## src/hdl/itda_pkg.sv

```systemverilog
package itda_pkg;

	localparam logic [7:0] CH_ZERO  = 8'h30;
	localparam logic [7:0] CH_MINUS = 8'h2D;

	typedef enum logic [2:0] {
		ST_IDLE,
		ST_CONV,
		ST_SCAN,
		ST_SIGN,
		ST_DIGITS
	} back_state_t;

endpackage

```

## src/hdl/itda_front.sv

```systemverilog
module itda_front #(
	parameter int WIDTH = 32
) (
	input  logic             start,
	input  logic             full,
	input  logic [WIDTH-1:0] value,
	input  logic             signed_mode,
	output logic             busy,
	output logic             push,
	output logic [WIDTH:0]   push_data
);

	logic             neg;
	logic [WIDTH-1:0] mag;

	always_comb begin
		neg = signed_mode & value[WIDTH-1];
		mag = neg ? (~value + WIDTH'(1)) : value;
	end

	assign busy      = full;
	assign push      = start & ~full;
	assign push_data = {neg, mag};

endmodule

```

## src/hdl/itda_fifo.sv

```systemverilog
module itda_fifo #(
	parameter int W = 33
) (
	input  logic         clk,
	input  logic         arst_n,
	input  logic         push,
	input  logic [W-1:0] push_data,
	input  logic         pop,
	output logic [W-1:0] head,
	output logic         full,
	output logic         empty
);

	logic [W-1:0] entries_q [2];
	logic         wr_ptr_q;
	logic         rd_ptr_q;
	logic [1:0]   cnt_q;

	assign full  = (cnt_q == 2'd2);
	assign empty = (cnt_q == 2'd0);
	assign head  = entries_q[rd_ptr_q];

	always_ff @(posedge clk) begin
		if (push) begin
			entries_q[wr_ptr_q] <= push_data;
		end
	end

	always_ff @(posedge clk or negedge arst_n) begin
		if (!arst_n) begin
			wr_ptr_q <= 1'b0;
			rd_ptr_q <= 1'b0;
			cnt_q    <= 2'd0;
		end else begin
			if (push) begin
				wr_ptr_q <= ~wr_ptr_q;
			end
			if (pop) begin
				rd_ptr_q <= ~rd_ptr_q;
			end
			if (push && !pop) begin
				cnt_q <= cnt_q + 2'd1;
			end else if (pop && !push) begin
				cnt_q <= cnt_q - 2'd1;
			end
		end
	end

endmodule

```

## src/hdl/itda_back.sv

```systemverilog
module itda_back #(
	parameter int WIDTH = 32
) (
	input  logic           clk,
	input  logic           arst_n,
	input  logic           empty,
	input  logic [WIDTH:0] head,
	output logic           pop,
	output logic           strobe,
	output logic [7:0]     char_code,
	output logic           last
);

	localparam int NDIG = (WIDTH * 30103) / 100000 + 1;
	localparam int IDXW = $clog2(NDIG);
	localparam int CNTW = (WIDTH > 1) ? $clog2(WIDTH) : 1;

	itda_pkg::back_state_t state_q, state_d;

	logic [WIDTH-1:0]  shift_q;
	logic [4*NDIG-1:0] bcd_q;
	logic [4*NDIG-1:0] bcd_adj;
	logic [CNTW-1:0]   cnt_q;
	logic [IDXW-1:0]   idx_q;
	logic [IDXW-1:0]   top;
	logic              neg_q;
	logic [3:0]        digit;

	always_comb begin
		for (int i = 0; i < NDIG; i++) begin
			if (bcd_q[4*i +: 4] >= 4'd5) begin
				bcd_adj[4*i +: 4] = bcd_q[4*i +: 4] + 4'd3;
			end else begin
				bcd_adj[4*i +: 4] = bcd_q[4*i +: 4];
			end
		end
	end

	always_comb begin
		top = '0;
		for (int i = 0; i < NDIG; i++) begin
			if (bcd_q[4*i +: 4] != 4'd0) begin
				top = IDXW'(i);
			end
		end
	end

	assign digit = bcd_q[4*idx_q +: 4];

	always_ff @(posedge clk or negedge arst_n) begin
		if (!arst_n) begin
			state_q <= itda_pkg::ST_IDLE;
		end else begin
			state_q <= state_d;
		end
	end

	always_comb begin
		state_d   = state_q;
		pop       = 1'b0;
		strobe    = 1'b0;
		char_code = itda_pkg::CH_ZERO;
		last      = 1'b0;
		unique case (state_q)
			itda_pkg::ST_IDLE: begin
				if (!empty) begin
					pop     = 1'b1;
					state_d = itda_pkg::ST_CONV;
				end
			end
			itda_pkg::ST_CONV: begin
				if (cnt_q == CNTW'(WIDTH - 1)) begin
					state_d = itda_pkg::ST_SCAN;
				end
			end
			itda_pkg::ST_SCAN: begin
				state_d = neg_q ? itda_pkg::ST_SIGN : itda_pkg::ST_DIGITS;
			end
			itda_pkg::ST_SIGN: begin
				strobe    = 1'b1;
				char_code = itda_pkg::CH_MINUS;
				state_d   = itda_pkg::ST_DIGITS;
			end
			itda_pkg::ST_DIGITS: begin
				strobe    = 1'b1;
				char_code = itda_pkg::CH_ZERO + {4'b0, digit};
				last      = (idx_q == '0);
				if (idx_q == '0) begin
					state_d = itda_pkg::ST_IDLE;
				end
			end
			default: begin
				state_d = itda_pkg::ST_IDLE;
			end
		endcase
	end

	always_ff @(posedge clk) begin
		unique case (state_q)
			itda_pkg::ST_IDLE: begin
				shift_q <= head[WIDTH-1:0];
				neg_q   <= head[WIDTH];
				bcd_q   <= '0;
				cnt_q   <= '0;
			end
			itda_pkg::ST_CONV: begin
				bcd_q   <= {bcd_adj[4*NDIG-2:0], shift_q[WIDTH-1]};
				shift_q <= shift_q << 1;
				cnt_q   <= cnt_q + CNTW'(1);
			end
			itda_pkg::ST_SCAN: begin
				idx_q <= top;
			end
			itda_pkg::ST_DIGITS: begin
				idx_q <= idx_q - IDXW'(1);
			end
			default: begin
			end
		endcase
	end

endmodule

```

## src/hdl/int_to_decimal_ascii.sv

```systemverilog
// Channel   Ports                          Handshake
// request   value, signed_mode             start high, busy low at clk edge
// result    char_code, last                strobe high for one cycle
//
// Each request goes through shift-and-add-3 conversion in the back unit,
// then a leading-zero scan, then one character per cycle (up to 11 at
// WIDTH 32).
// A two-entry queue holds requests while the back unit works; busy is high
// when it is full. Reset clears the queue and the back state machine.
// Results cannot be stalled by the receiver.
module int_to_decimal_ascii #(
	parameter int WIDTH = 32
) (
	input  logic             clk,
	input  logic             arst_n,
	input  logic             start,
	output logic             busy,
	input  logic [WIDTH-1:0] value,
	input  logic             signed_mode,
	output logic             strobe,
	output logic [7:0]       char_code,
	output logic             last
);

	logic           push;
	logic [WIDTH:0] push_data;
	logic           pop;
	logic [WIDTH:0] head;
	logic           full;
	logic           empty;

	itda_front #(.WIDTH(WIDTH)) u_front (
		.start       (start),
		.full        (full),
		.value       (value),
		.signed_mode (signed_mode),
		.busy        (busy),
		.push        (push),
		.push_data   (push_data)
	);

	itda_fifo #(.W(WIDTH + 1)) u_fifo (
		.clk       (clk),
		.arst_n    (arst_n),
		.push      (push),
		.push_data (push_data),
		.pop       (pop),
		.head      (head),
		.full      (full),
		.empty     (empty)
	);

	itda_back #(.WIDTH(WIDTH)) u_back (
		.clk       (clk),
		.arst_n    (arst_n),
		.empty     (empty),
		.head      (head),
		.pop       (pop),
		.strobe    (strobe),
		.char_code (char_code),
		.last      (last)
	);

endmodule
```

## config.mk

```make
export PLATFORM = sky130hd
export DESIGN_NAME = int_to_decimal_ascii
export DESIGN_NICKNAME = d
export VERILOG_FILES = /design/src/hdl/itda_pkg.sv /design/src/hdl/itda_front.sv /design/src/hdl/itda_fifo.sv /design/src/hdl/itda_back.sv /design/src/hdl/int_to_decimal_ascii.sv
export SDC_FILE = /design/constraint.sdc
export NUM_CORES = 1
export LEC_CHECK = 0
export BUFFER_PORTS_ARGS = -buffer_cell sky130_fd_sc_hd__buf_2
export CAP_MARGIN = 20
export CORE_MARGIN = 5
export CORE_UTILIZATION = 60
export DETAILED_ROUTE_END_ITERATION = 6
export PLACE_DENSITY_LB_ADDON = 0.12
export SKIP_CTS_REPAIR_TIMING = 1
export SLEW_MARGIN = 15
export SYNTH_ARGS = -nofsm -noshare
export SYNTH_HDL_FRONTEND = slang
export SYNTH_SLANG_ARGS = --single-unit
```

## constraint.sdc

```tcl
create_clock -name clk -period 6.1 [get_ports clk]
set_input_delay 0.305 -clock clk [delete_from_list [all_inputs] [get_ports clk]]
set_output_delay 0.305 -clock clk [all_outputs]
set_load 0.01 [all_outputs]
```

* Word-level counts from Yosys, hierarchy flattened *
Memory sizes are Yosys's and may differ from the RTL's.
Index checks and enable logic that the tools add are counted.

word-level totals
  bits in latches = 0
  memories kept = 1
  output and inout port bits = 11
  bits in read-only memories = 0
  bits in registers = 89
  logic and storage cells = 111
  memory bits (writable) = 66

operators by class
  bitwise logic cells = 6
  shift-type cells = 1
  div/mod/pow operators = 0
  multipliers = 0
  equal/unequal tests = 9
  reductions and logical operators = 21
  magnitude comparators = 10
  add/sub/neg operators = 16
  mux-type cells = 38

memory list
  name              words  width  rd ports  clocked after memory_dff  write ports  RTL line         source
  u_fifo.entries_q  2      33     1         0                         1            itda_fifo.sv:14  logic [W-1:0] entries_q [2];

operator list
  kind                     number
  $pmux W40 S2             1
  $pmux W32 S2             1
  $mux W4                  11
  $ge A4 B3 Y1 const B     10
  $shiftx A40 B7 Y4        1
  $add A4 B2 Y4 const B    9
  $reduce_bool A4 Y1       9
  $add A32 B1 Y32 const B  1
  $mux W32                 1
  $not A32 Y32             1
  $mux W3                  9
  $pmux W8 S2              1
  $pmux W3 S5              1
  $pmux W5 S2              1
  $mux W2                  4
  $pmux W4 S2              1
  $add A6 B4 Y7 const A    1
  $mux W1                  7
  $eq A3 B2 Y1 const B     2
  $reduce_bool A2 Y1       3
  $add A5 B1 Y5 const B    1
  $eq A5 B5 Y1 const B     1
  $logic_not A4 Y1         1
  $ne A2 B1 Y1 const B     2
  16 further kinds         21

* Depth between registers and ports, before layout *
Gate-level depths: netlist (run 1).

  depth after elaboration = 11
  depth in mapped cells = 7

* Modules after synthesis *
Synthesis (run 1) repeated with hierarchy kept, for this count alone.

unflattened totals
  cells, all modules = 639
  area total of the unflattened synthesis = 8285.4 sq um

modules (own cells, without submodules)
  module      instances  area each (sq um)  cells each
  itda_back   1          4837.1             411
  itda_fifo   1          2720.1             119
  itda_front  1          728.2              109

* Worst setup path after synthesis (run 1) *
Ideal clock, no wire load.

  path type = reg2reg
  start point = register u_back.state_q[2]
  end point = register u_back.shift_q[10] (data pin)
  data required time = 5954 ps
  cell stages (with the launch flop) = 7
  path buffers = 3
  arrival time = 5049 ps
  period minus slack after synthesis = 5194 ps
  slack = 906 ps
  path through = dfrtp_1 clkbuf_1 nor2_1 nand2_1 clkbuf_1 buf_1 a21oi_1

between the ends
  cells in the longest elaborated chain, start to end = 2
  elaborated cells between the ends (all ways) = 3

ends and longest elaborated chain
  element                                                  RTL line          source
  start, declared                                          itda_back.sv:18   itda_pkg::back_state_t state_q, state_d;
  start signal, assigned                                   itda_back.sv:52   state_q <= itda_pkg::ST_IDLE;
  start signal, assigned                                   itda_back.sv:54   state_q <= state_d;
  $eq A3 B1 Y1 / $logic_not A3 Y1 (equally long branches)  itda_back.sv:99   unique case (state_q)
  $pmux W32 S2 (*)                                         itda_back.sv:99
  end signal, assigned                                     itda_back.sv:101  shift_q <= head[WIDTH-1:0];
  end signal, assigned                                     itda_back.sv:108  shift_q <= shift_q << 1;
  end, declared                                            itda_back.sv:20   logic [WIDTH-1:0] shift_q;

Mark *: on every way between the ends. The rest lies on a longest branch, timed or not.
A chain may end at the register's enable or synchronous reset.

* Worst setup path in the final report (run 1) *
  start point = register u_back.idx_q[0]
  end point = output port char_code[2]

between the ends
  cells in the longest elaborated chain, start to end = 3

ends and longest elaborated chain
  element                 RTL line                    source
  start, declared         itda_back.sv:24             logic [IDXW-1:0] idx_q;
  start signal, assigned  itda_back.sv:112            idx_q <= top;
  start signal, assigned  itda_back.sv:115            idx_q <= idx_q - IDXW'(1);
  $shiftx A40 B7 Y4       itda_back.sv:48             assign digit = bcd_q[4*idx_q +: 4];
  $add A6 B4 Y7           itda_back.sv:86             char_code = itda_pkg::CH_ZERO + {4'b0, digit};
  $pmux W8 S2             itda_back.sv:64             unique case (state_q)
  end, declared           int_to_decimal_ascii.sv:21  output logic [7:0] char_code,

No other way between the ends.

==> metrics.csv, run 1 <==
metric,value,unit
DR iter-0 viols,326,
fraction of layout cells with a size suffix above 1,13.60,%
P_int,2.920,mW
Worst setup SP type,register,
Avg WL per Cell,16.43,microns
leakage,3.496,nW
Final Hold Viols,0,
routed via count,4989,
n_diodes,0,
IO Pins,47,
GP Congestion,0.8166,
grt total ovfl,0,
crit path launch,u_back.idx_q[0]$_DFFE_PP_,
critical path's slowest cell,edfxtp_1,
DRT Wirelength,14.54,mm
Post-synth EDFFs,148,
GRT met2 Usage,31.74,%
Die Area,0.01548,sq mm
top cell type by total area after synthesis,edfxtp_1,
drt pass-1 iters,5,
NumNets Final,761,
global-route usage over all layers,19.02,%
PD cells,495.6,mW/mm^2
WP data required,5790,ps
Clock Sinks,155,
number of remaining DRC errors,0,
vias per cell,5.637,
max cap viols,0,
syn avg cell area,11.90,sq um
Worst-Skew Late Latency,420,ps
hold path depth,1,
Slew Limit Fails,0,
Reg-to-Reg Start,u_back.state_q[2]$_DFFE_PN0P_,
sequential power share,46.1,%
slew at the pin closest to its max-slew limit,1079,ps
Gate power share,29.9,%
area growth from synthesis to layout,12.43,%
Main synth FF type,edfxtp_1,
final setup fails,0,
switching share of power,33.27,%
Area contributors post-synth,"edfxtp_1 57%, mux2i_1 5.1%, a21oi_1 4.8%",
fmax,0.3830,GHz
H-tree levels,4,
TNS Setup,0,ps
"Max FO, Critical Path",15,
Synth Register Bits,155,
top cell type's share of synthesized area,56.59,%
Final Cycle Share,42.80,%
met3 usage,4.288,%
CP arrival,2310,ps
outcome,completed,
dpl hpwl,9.585,mm
CTS tree,yes,
Die W,124.4,microns
Worst Hold Launch,value[0],
Worst slew margin,28.05,%
clock root cell,clkbuf_16,
clock-pin slew on the worst setup and hold paths,60,ps
register area share after synthesis,58.82,%
worst hold path class,input pin to register,
Worst Path Buf+Inv,1,
WHS,154.8,ps
crit path cell chain,"mux4_2, mux2i_1, o221ai_1, buf_2",
Clock Skews,7.608,ps
Slowest Stage Delay on Critical Path,810,ps
GRT met1 Usage,24.42,%
# port buffers,43,
Fillers,945,
first-pass GRT wire length,23.80,mm
"Warnings, synthesis",0,
Cells after Synth,660,
core area,0.01272,sq mm
worst reg-to-reg path cell count,3,
gr busiest metal,met2,
largest net degree at the start of global routing,105,
Tmin final,2611,ps
Max Root-Sink Buffers,2,
switching pwr,1.456,mW
initial core utilization,61.73,%
part of the power in the clock network,24.0,%
Crit Path Class,register to primary output,
number of global-route vias before repair,4958,
Final ANT Viol Nets,0,
Netlist Area Pre-Place,0.007854,sq mm
total CTS buffers,17,
Post-synth ARST share,4.516,%
Die Y,124.4,microns
initial antenna violation count,0,
post-synth cell types,45,
RSZ-0062 raised after global routing,no,
WP depth,4,
Worst setup EP type,primary output,
Top delay family on crit path,flip-flops,
# rows,41,
maximum vdd drop,263.8,uV
[final timing paths]
| path | end | slack (ps) |
|---|---|---|
| max | char_code[2] | 3490 |
| max reg2reg | u_back.shift_q[0]$_SDFFCE_PP0P_ | 4100 |
| min | u_fifo.entries_q[0][0]$_DFFE_PP_ | 150 |
| min in group asynchronous | u_back.state_q[2]$_DFFE_PN0P_ | 250 |
| min reg2reg | u_fifo.wr_ptr_q$_DFFE_PN0P_ | 520 |
| max in group asynchronous | u_fifo.rd_ptr_q$_DFFE_PN0P_ | 5680 |
[stage by stage]
| step | worst slack, ps | std cells | utilization (%) | area, sq um | total power [mW] |
|---|---|---|---|---|---|
| finish | 3489 | 885 | 69.40 | 8830 | 4.376 |
| global route | 3337 | 885 | 69.40 | 8830 | 4.663 |
| CTS | 3443 | 883 | 69.11 | 8792 | 4.391 |
| detailed placement | 3875 | 851 | 64.53 | 8209 | 3.341 |
| global placement | 3948 | 851 | 64.53 | 8209 | 3.241 |
| floorplan | 905.6 | 661 | - | 7858 | 2.981 |
[cells by family (layout without fill, tap and decap cells)]
kind of cell | Yosys count | in the layout | share of synthesized area (%)
buffers and inverters | 56 | 108 | 2.867
AO/OA/AOI/OAI | 114 | 114 | 8.284
other | 2 | 3 | 0.09562
XOR/XNOR | 57 | 57 | 6.357
adder cells (fa/ha/maj) | 25 | 25 | 3.983
multiplexers | 49 | 49 | 7.535
flip-flops | 155 | 155 | 58.82
AND/OR/NAND/NOR | 202 | 202 | 12.06
[worst register-to-register path, stage by stage (launching register included)]
cell and delay [ps]:
dfrtp_1 500, nor2_4 190, buf_4 820, a21oi_1 210
[cell usage in the layout (no fill, tap or decap), types with 3 or more instances in the layout]
| cell | synthesis | final |
|---|---|---|
| nor2_1 | 99 | 97 |
| o221ai_1 | 4 | 4 |
| ha_1 | 25 | 25 |
| nand3_1 | 5 | 5 |
| dfrtp_1 | 7 | 6 |
| xnor2_1 | 27 | 27 |
| nand2b_1 | 14 | 14 |
| nand2_1 | 36 | 35 |
| buf_4 | 3 | 3 |
| o21ai_0 | 15 | 15 |
| o31ai_1 | 3 | 3 |
| xor2_1 | 30 | 30 |
| clkinv_2 | 0 | 4 |
| clkbuf_16 | 0 | 17 |
| mux2i_1 | 40 | 40 |
| bufinv_16 | 0 | 3 |
| nor3b_1 | 5 | 5 |
| inv_1 | 28 | 28 |
| mux4_2 | 8 | 8 |
| nor3_1 | 17 | 17 |
| edfxtp_1 | 148 | 148 |
| and3_1 | 7 | 7 |
| nand3b_1 | 3 | 3 |
| buf_2 | 3 | 43 |
| o22ai_1 | 4 | 4 |
| a31oi_1 | 5 | 5 |
| conb_1 | 2 | 3 |
| a21oi_1 | 76 | 76 |
[power groups by stage]
stage / combinational [mW] / sequential [mW] / clock (mW)
final: 1.31 / 2.02 / 1.05
after global routing: 1.49 / 2.06 / 1.11
after CTS: 1.31 / 2.02 / 1.06
after detailed placement: 1.30 / 2.04 / 0
after global placement: 1.22 / 2.02 / 0
after floorplan: 1.09 / 1.89 / 0
[synth_stat cells (4+ instances only)]
library cell and count:
o21ai_0 15, nor3_1 17, a21oi_1 76, edfxtp_1 148
nor3b_1 5, mux2i_1 40, nand3_1 5, nand2b_1 14
xor2_1 30, and3_1 7, o221ai_1 4, mux4_2 8
nor2_1 99, inv_1 28, xnor2_1 27, clkbuf_1 18
o22ai_1 4, ha_1 25, buf_1 4, dfrtp_1 7
a31oi_1 5, nand2_1 36
[per-layer routing]
layer	routed length, microns	part of all wire (%)	vias to the layer above
met5	0	0	-
met4	242	1.7	0
met3	598	4.1	24
met2	7242	50	121
met1	6459	44	2383
li1	-	-	2461
[registers in the layout (all words and copies together), names as in the netlist]
signal and cells:
u_back.bcd_q 40, u_back.cnt_q 5, u_back.idx_q 4, u_back.neg_q 1, u_back.shift_q 32, u_back.state_q 3
u_fifo.cnt_q 2, u_fifo.entries_q 66, u_fifo.rd_ptr_q 1, u_fifo.wr_ptr_q 1
[area by class of cell]
cell class | count | area, sq um | share of cell area (%)
clock buffers | 19 | 432.9 | 4.903
repair buffers | 48 | 275.3 | 3.117
clock inverters | 13 | 150.1 | 1.700
well taps | 172 | 215.2 | 2.437
flip-flops and latches | 155 | 4621 | 52.33
multi-input cells | 450 | 3030 | 34.32
inverters | 28 | 105.1 | 1.190
No activity file was read; power rests on OpenSTA's default activity.
==> run 2, diff against run 1 <==
- ABC_AREA: unset -> 1
- clock period: 6.1 -> 2.6 ns (I/O delays scaled with it)
==> run 2 against run 1 <==
Die area rose by 5.0%. Setup slack worse by 3100 ps. Hold slack got worse by 140 ps. Largest cell class unchanged. Global-route usage increased by 3.5 points. Critical path type unchanged. Critical endpoint is now char_code[0]. Flip-flop and latch count stayed put. Wire length is 20% higher. Via count rose by 23%. Power grew to 2.5 times the previous value. Clock skew up 0.68 ps.
==> metrics.csv, run 2 <==
metric,value,unit,change
WP data required,2470,ps,-3320 ps
n_diodes,0,,unchanged
Slew Limit Fails,0,,unchanged
top-count cell post-synth,nand2_1,,
Die Area,0.01626,sq mm,+5.0%
Tmin final,2248,ps,
NumNets Final,990,,+30%
Final ANT Viol Nets,0,,unchanged
# rows,43,,+4.9%
Area after DPL,0.008680,sq mm,+5.7%
Avg WL per Cell,15.57,microns,-5.2%
number of global-route vias before repair,6186,,+25%
PD cells,1187,mW/mm^2,+140%
critical path's slowest cell,edfxtp_1,,
Worst setup EP type,primary output,,
flop2flop setup slack,650,ps,-3450 ps
grt total ovfl,0,,unchanged
initial core utilization,60.38,%,-1.3 points
slew at the pin closest to its max-slew limit,940.3,ps,-138.9 ps
Max Root-Sink Buffers,2,,unchanged
GP Congestion,0.9918,,+21%
Die Y,127.5,microns,+2.5%
core area,0.01372,sq mm,+7.8%
Main synth FF type,edfxtp_1,,
Worst Hold Launch,value[25],,
pre-CTS WS,672.8,ps,-3202 ps
Clock Skews,8.288,ps,+0.6795 ps
Final Hold Viols,0,,unchanged
"Max FO, Critical Path",16,,+1
fmax,0.4449,GHz,
register area share after synthesis,55.76,%,-3.1 points
Clock Sinks,155,,unchanged
clock-pin slew on the worst setup and hold paths,70,ps,about the same
"Warnings, synthesis",0,,unchanged
vias per cell,5.488,,-2.6%
area growth from synthesis to layout,12.04,%,
first-pass GRT wire length,29.18,mm,+23%
largest net degree at the start of global routing,71,,-32%
Die W,127.5,microns,+2.5%
maximum vdd drop,653.0,uV,+150%
leakage,3.744,nW,+7.1%
Synth Register Bits,155,,unchanged
RR Endpoint,u_back.bcd_q[27]$_SDFFCE_PN0P_,,
IO Pins,47,,unchanged
Area contributors post-synth,"edfxtp_1 54%, nand2_1 8.4%, nor2_1 5.5%",,
Slowest Stage Delay on Critical Path,600,ps,-210 ps
Top reg by flops,u_fifo.entries_q,,
crit path cell chain,"buf_4, a21oi_1, o21ai_0, nand3_1, nand3_1, a21oi_1, buf_2",,
DR iter-0 viols,473,,+45%
clock root cell,clkbuf_16,,
worst hold path class,input pin to register,,
dpl hpwl,12.39,mm,+29%
final setup fails,0,,unchanged
"most common cell after layout, fill and taps aside",nand2_1,,
number of remaining DRC errors,0,,unchanged
Post-synth EDFFs,148,,unchanged
DP Cell Count,1088,,+28%
WHS,18.08,ps,-136.7 ps
max FFs per register,66,,unchanged
Cells after Synth,885,,+34%
Final Cycle Share,86.45,%,
CP arrival,2120,ps,-190 ps
syn avg cell area,9.361,sq um,-21%
# port buffers,43,,unchanged
Post-synth ARST share,4.516,%,unchanged
Worst-Skew Late Latency,420,ps,about the same
fraction of layout cells with a size suffix above 1,12.00,%,-1.6 points
fin area,0.009281,sq mm,+5.1%
global-route usage over all layers,22.57,%,+3.5 points
top cell type's share of synthesized area,53.65,%,-2.9 points
DRT Wirelength,17.48,mm,+20%
end of the worst hold path,u_fifo.entries_q[1][25]$_DFFE_PP_,,
initial antenna violation count,0,,unchanged
post-synth cell types,41,,-8.9%
max cap viols,0,,unchanged
Reg-to-Reg Start,u_back.state_q[2]$_DFFE_PN0P_,,
routed via count,6158,,+23%
Setup WS post-layout,352.2,ps,-3137 ps
"Core Util, Final",67.65,%,-1.8 points
hold path depth,3,,+2
top cell type by total area after synthesis,edfxtp_1,,
Non-Filler Instances,1122,,+27%
total CTS buffers,17,,unchanged
CTS tree,yes,,
Worst setup SP type,register,,
Crit Path Class,register to primary output,,
RSZ-0062 raised after global routing,no,,
most frequent cells in the layout,"185 x nand2_1, 148 x edfxtp_1, 119 x nor2_1",,
Worst slew margin,37.31,%,+9.3 points
worst reg-to-reg path cell count,2,,-1
Netlist Area Pre-Place,0.008284,sq mm,+5.5%
H-tree levels,4,,unchanged
drt pass-1 iters,5,,unchanged
list of most frequent post-synthesis cells,"186 x nand2_1, 148 x edfxtp_1, 121 x nor2_1, 93 x inv_1, 48 x a21oi_1",,
outcome,completed,,
Largest regs,"u_fifo.entries_q x66, u_back.bcd_q x40, u_back.shift_q x32",,
-- run 2: cell types whose count changed after synthesis, moves of 15 or more --
cell     previous run  this run
nor2_1             99       121
a31oi_1             5        35
buf_2               3        18
inv_1              28        93
nand3_1             5        33
xnor2_1            27        11
a21oi_1            76        48
nand2_1            36       186
mux2i_1            40         0
-- run 2: how the worst max path moves through the flow --
stage                                  start                       endpoint  depth (start not counted)
4_1_cts            u_back.idx_q[0]$_DFFE_PP_                   char_code[0]                          7
3_3_place_gp   u_back.state_q[1]$_DFFE_PN0P_  u_back.bcd_q[7]$_SDFFCE_PN0P_                          2
2_1_floorplan  u_back.state_q[2]$_DFFE_PN0P_    u_fifo.cnt_q[1]$_DFFE_PN0P_                          8
6_report           u_back.idx_q[0]$_DFFE_PP_                   char_code[0]                          7
5_1_grt            u_back.idx_q[0]$_DFFE_PP_                   char_code[0]                          7
3_5_place_dp   u_back.state_q[2]$_DFFE_PN0P_    u_back.shift_q[1]$_DFFE_PP_                          2
-- run 2: metal layers --
metal,global-route usage (%),vias up,share of wire [%]
li1,-,3102,-
met1,27.88,2860,43
met2,38.87,160,51
met3,4.055,36,3.5
met4,9.905,0,2.8
met5,0,-,0
-- run 2: final cells by class --
| cell class | instances | area [sq um] |
|---|---|---|
| flip-flops and latches | 155 | 4619 |
| fillers | 1080 | 4438 |
| multi-input cells | 600 | 3153 |
| clock buffers | 18 | 429.2 |
| inverters | 99 | 371.6 |
| repair buffers | 56 | 330.3 |
| well taps | 180 | 225.2 |
| clock inverters | 14 | 152.6 |
-- run 2: per-stage QoR --
stage          total power, mW  TNS [ps]
2_1_floorplan            7.523    -106.2
3_3_place_gp             8.369         0
3_5_place_dp             8.613         0
4_1_cts                  11.09         0
5_1_grt                  11.83         0
6_report                 11.02         0
-- run 2: logic make-up after synthesis --
logic type / share of synthesized area (%)
AND/OR/NAND/NOR: 19.68
flip-flops: 55.76
AO/OA/AOI/OAI: 10.30
buffers and inverters: 6.479
XOR/XNOR: 3.912
adder cells (fa/ha/maj): 3.776
other: 0.09065
-- run 2: critical path, delay by kind of cell, from the launching register on --
kind | cells | cell delay, ps
flip-flops | 1 | 600
AO/OA/AOI/OAI | 3 | 480
AND/OR/NAND/NOR | 2 | 200
buffers and inverters | 2 | 420
-- run 2: where the power goes --
part	switching, mW	internal, mW	total [mW]	leakage [nW]
clock network	1.07	1.36	2.43	0.283
logic	2.66	1.27	3.92	1.91
registers	0.538	4.12	4.66	1.55
==> run 3, diff against run 2 <==
- ABC_AREA: 1 -> unset
==> run 3 against run 2 <==
Maximum frequency is 4.7% lower. Global-route usage decreased by 3.3 points. Sequential power barely moved. Setup slack worse by 110 ps. Wire length decreased by 18%. Hold slack improved by 28 ps. Final area down 4.1%. Via count decreased by 19%. Critical path type unchanged.
==> metrics.csv, run 3 (same netlist as run 1, synthesis figures left out) <==
metric,value,unit,change
outcome,completed,,
core area,0.01272,sq mm,-7.3%
NumNets Final,768,,-22%
met3 usage,4.846,%,+0.79 points
clock-pin slew on the worst setup and hold paths,60,ps,about the same
WHS,45.83,ps,+27.75 ps
IO Pins,47,,unchanged
first-pass GRT wire length,24.09,mm,-17%
Non-Filler Instances,892,,-20%
GRT met1 Usage,23.78,%,-4.1 points
DRT Wirelength,14.38,mm,-18%
Largest regs,"u_fifo.entries_q x66, u_back.bcd_q x40, u_back.shift_q x32",,
multi-input logic area,0.003042,sq mm,-3.5%
Worst Path Buf+Inv,2,,unchanged
number of global-route vias before repair,5081,,-18%
Slowest Stage Delay on Critical Path,530,ps,-70 ps
PD cells,1154,mW/mm^2,-2.7%
grt total ovfl,0,,unchanged
vias per cell,5.608,,+2.2%
TNS Setup,0,ps,unchanged
Avg WL per Cell,16.12,microns,+3.5%
register area,0.004621,sq mm,about the same
global-route usage over all layers,19.26,%,-3.3 points
Die Y,124.4,microns,-2.4%
clock root cell,clkbuf_16,,
max cap viols,0,,unchanged
worst hold path class,input pin to register,,
"most common cell after layout, fill and taps aside",edfxtp_1,,
Crit Path Class,register to primary output,,
Top delay family on crit path,multiplexers,,
maximum vdd drop,588.9,uV,-9.8%
leakage,3.524,nW,-5.9%
# rows,41,,-4.7%
max FFs per register,66,,unchanged
Die Area,0.01548,sq mm,-4.8%
# port buffers,43,,unchanged
fraction of layout cells with a size suffix above 1,14.72,%,+2.7 points
Fillers,944,,-13%
Clock Sinks,155,,unchanged
WP depth,5,,-2
critical path's slowest cell,mux4_2,,
GRT met2 Usage,33.11,%,-5.8 points
total CTS buffers,17,,unchanged
number of remaining DRC errors,0,,unchanged
drt pass-1 iters,4,,-1
Final Hold Viols,0,,unchanged
gr busiest metal,met2,,
n_diodes,0,,unchanged
area growth from synthesis to layout,13.35,%,
Worst setup SP type,register,,
Tmin final,2359,ps,+110.9 ps
Final ANT Viol Nets,0,,unchanged
H-tree levels,4,,unchanged
Die W,124.4,microns,-2.4%
Max Root-Sink Buffers,2,,unchanged
Clock Skews,7.960,ps,-0.3277 ps
most frequent cells in the layout,"148 x edfxtp_1, 97 x nor2_1, 73 x a21oi_1",,
WP data required,2470,ps,about the same
GP Congestion,0.7844,,-21%
routed via count,5002,,-19%
crit path cell chain,"buf_4, mux4_2, mux2i_1, o221ai_1, buf_2",,
DR iter-0 viols,390,,-18%
largest net degree at the start of global routing,82,,+15%
hold path depth,3,,unchanged
Worst-Skew Late Latency,420,ps,about the same
Final Cycle Share,90.72,%,+4.3 points
Top reg by flops,u_fifo.entries_q,,
final setup fails,0,,unchanged
worst reg-to-reg path cell count,6,,+4
initial antenna violation count,0,,unchanged
"Max FO, Critical Path",11,,-5
fmax,0.4240,GHz,-4.7%
Pwr Total,10.27,mW,-6.7%
slew at the pin closest to its max-slew limit,615.0,ps,-325.3 ps
Slew Limit Fails,0,,unchanged
Worst setup EP type,primary output,,
Worst slew margin,58.95,%,+22 points
CTS tree,yes,,
CP arrival,2230,ps,+110 ps
DP Cell Count,858,,-21%
RSZ-0062 raised after global routing,no,,
initial core utilization,61.73,%,+1.3 points
dpl hpwl,9.703,mm,-22%
run 3: cell count changes in the layout (fill, tap and decap cells not counted), sizes merged, moves of 29 or more:
cell	previous run	this run
a31oi	35	5
inv	105	29
mux2i	0	40
nand2	187	36
nand3	37	5
nor2	128	99
run 3: power by group:
| part | total, mW | switching [mW] | leakage, nW | internal, mW |
|---|---|---|---|---|
| Combinational | 3.19 | 1.83 | 1.67 | 1.36 |
| Clock | 2.44 | 0.940 | 0.274 | 1.50 |
| Sequential | 4.64 | 0.619 | 1.58 | 4.02 |
run 3: metrics by stage:
stage	area [sq um]	utilization, %	worst slack (ps)
2_1_floorplan	7949	-	-67.65
3_3_place_gp	8298	65.22	669.8
3_5_place_dp	8298	65.22	561.1
4_1_cts	8882	69.82	201.1
5_1_grt	8902	69.97	150.0
6_report	8902	69.97	241.4
run 3: path summary, 6_finish.rpt:
path	endpoint	from	slack (ps)
worst max-delay path	char_code[0]	u_back.idx_q[0]$_DFFE_PP_	240
worst min-delay path	u_fifo.wr_ptr_q$_DFFE_PN0P_	start	50
worst max register to register	u_fifo.cnt_q[1]$_DFFE_PN0P_	u_back.state_q[0]$_DFFE_PN0P_	740
worst min register to register	u_fifo.wr_ptr_q$_DFFE_PN0P_	u_fifo.wr_ptr_q$_DFFE_PN0P_	520
max in group asynchronous	u_fifo.rd_ptr_q$_DFFE_PN0P_	arst_n	2320
min in group asynchronous	u_back.state_q[1]$_DFFE_PN0P_	arst_n	100
run 3: metal layers:
metal / up-vias / share of wire [%]
met3: 18 / 4.3
met1: 2401 / 42
met5: - / 0
li1: 2476 / -
met2: 107 / 52
met4: 0 / 1.3
run 3: cell type report:
type	count	area share [%]
Timing Repair Buffer	55	3.767
Inverter	28	1.181
Sequential cell	155	51.90
Tap cell	172	2.417
Clock inverter	12	1.658
Clock buffer	20	4.905
Multi-Input combinational cell	450	34.17
run 3: tightest hold or removal path, delay by kind of cell:
| kind | cells | cell delay, ps |
|---|---|---|
| AND/OR/NAND/NOR | 1 | 120 |
| buffers and inverters | 1 | 100 |
| XOR/XNOR | 1 | 80 |
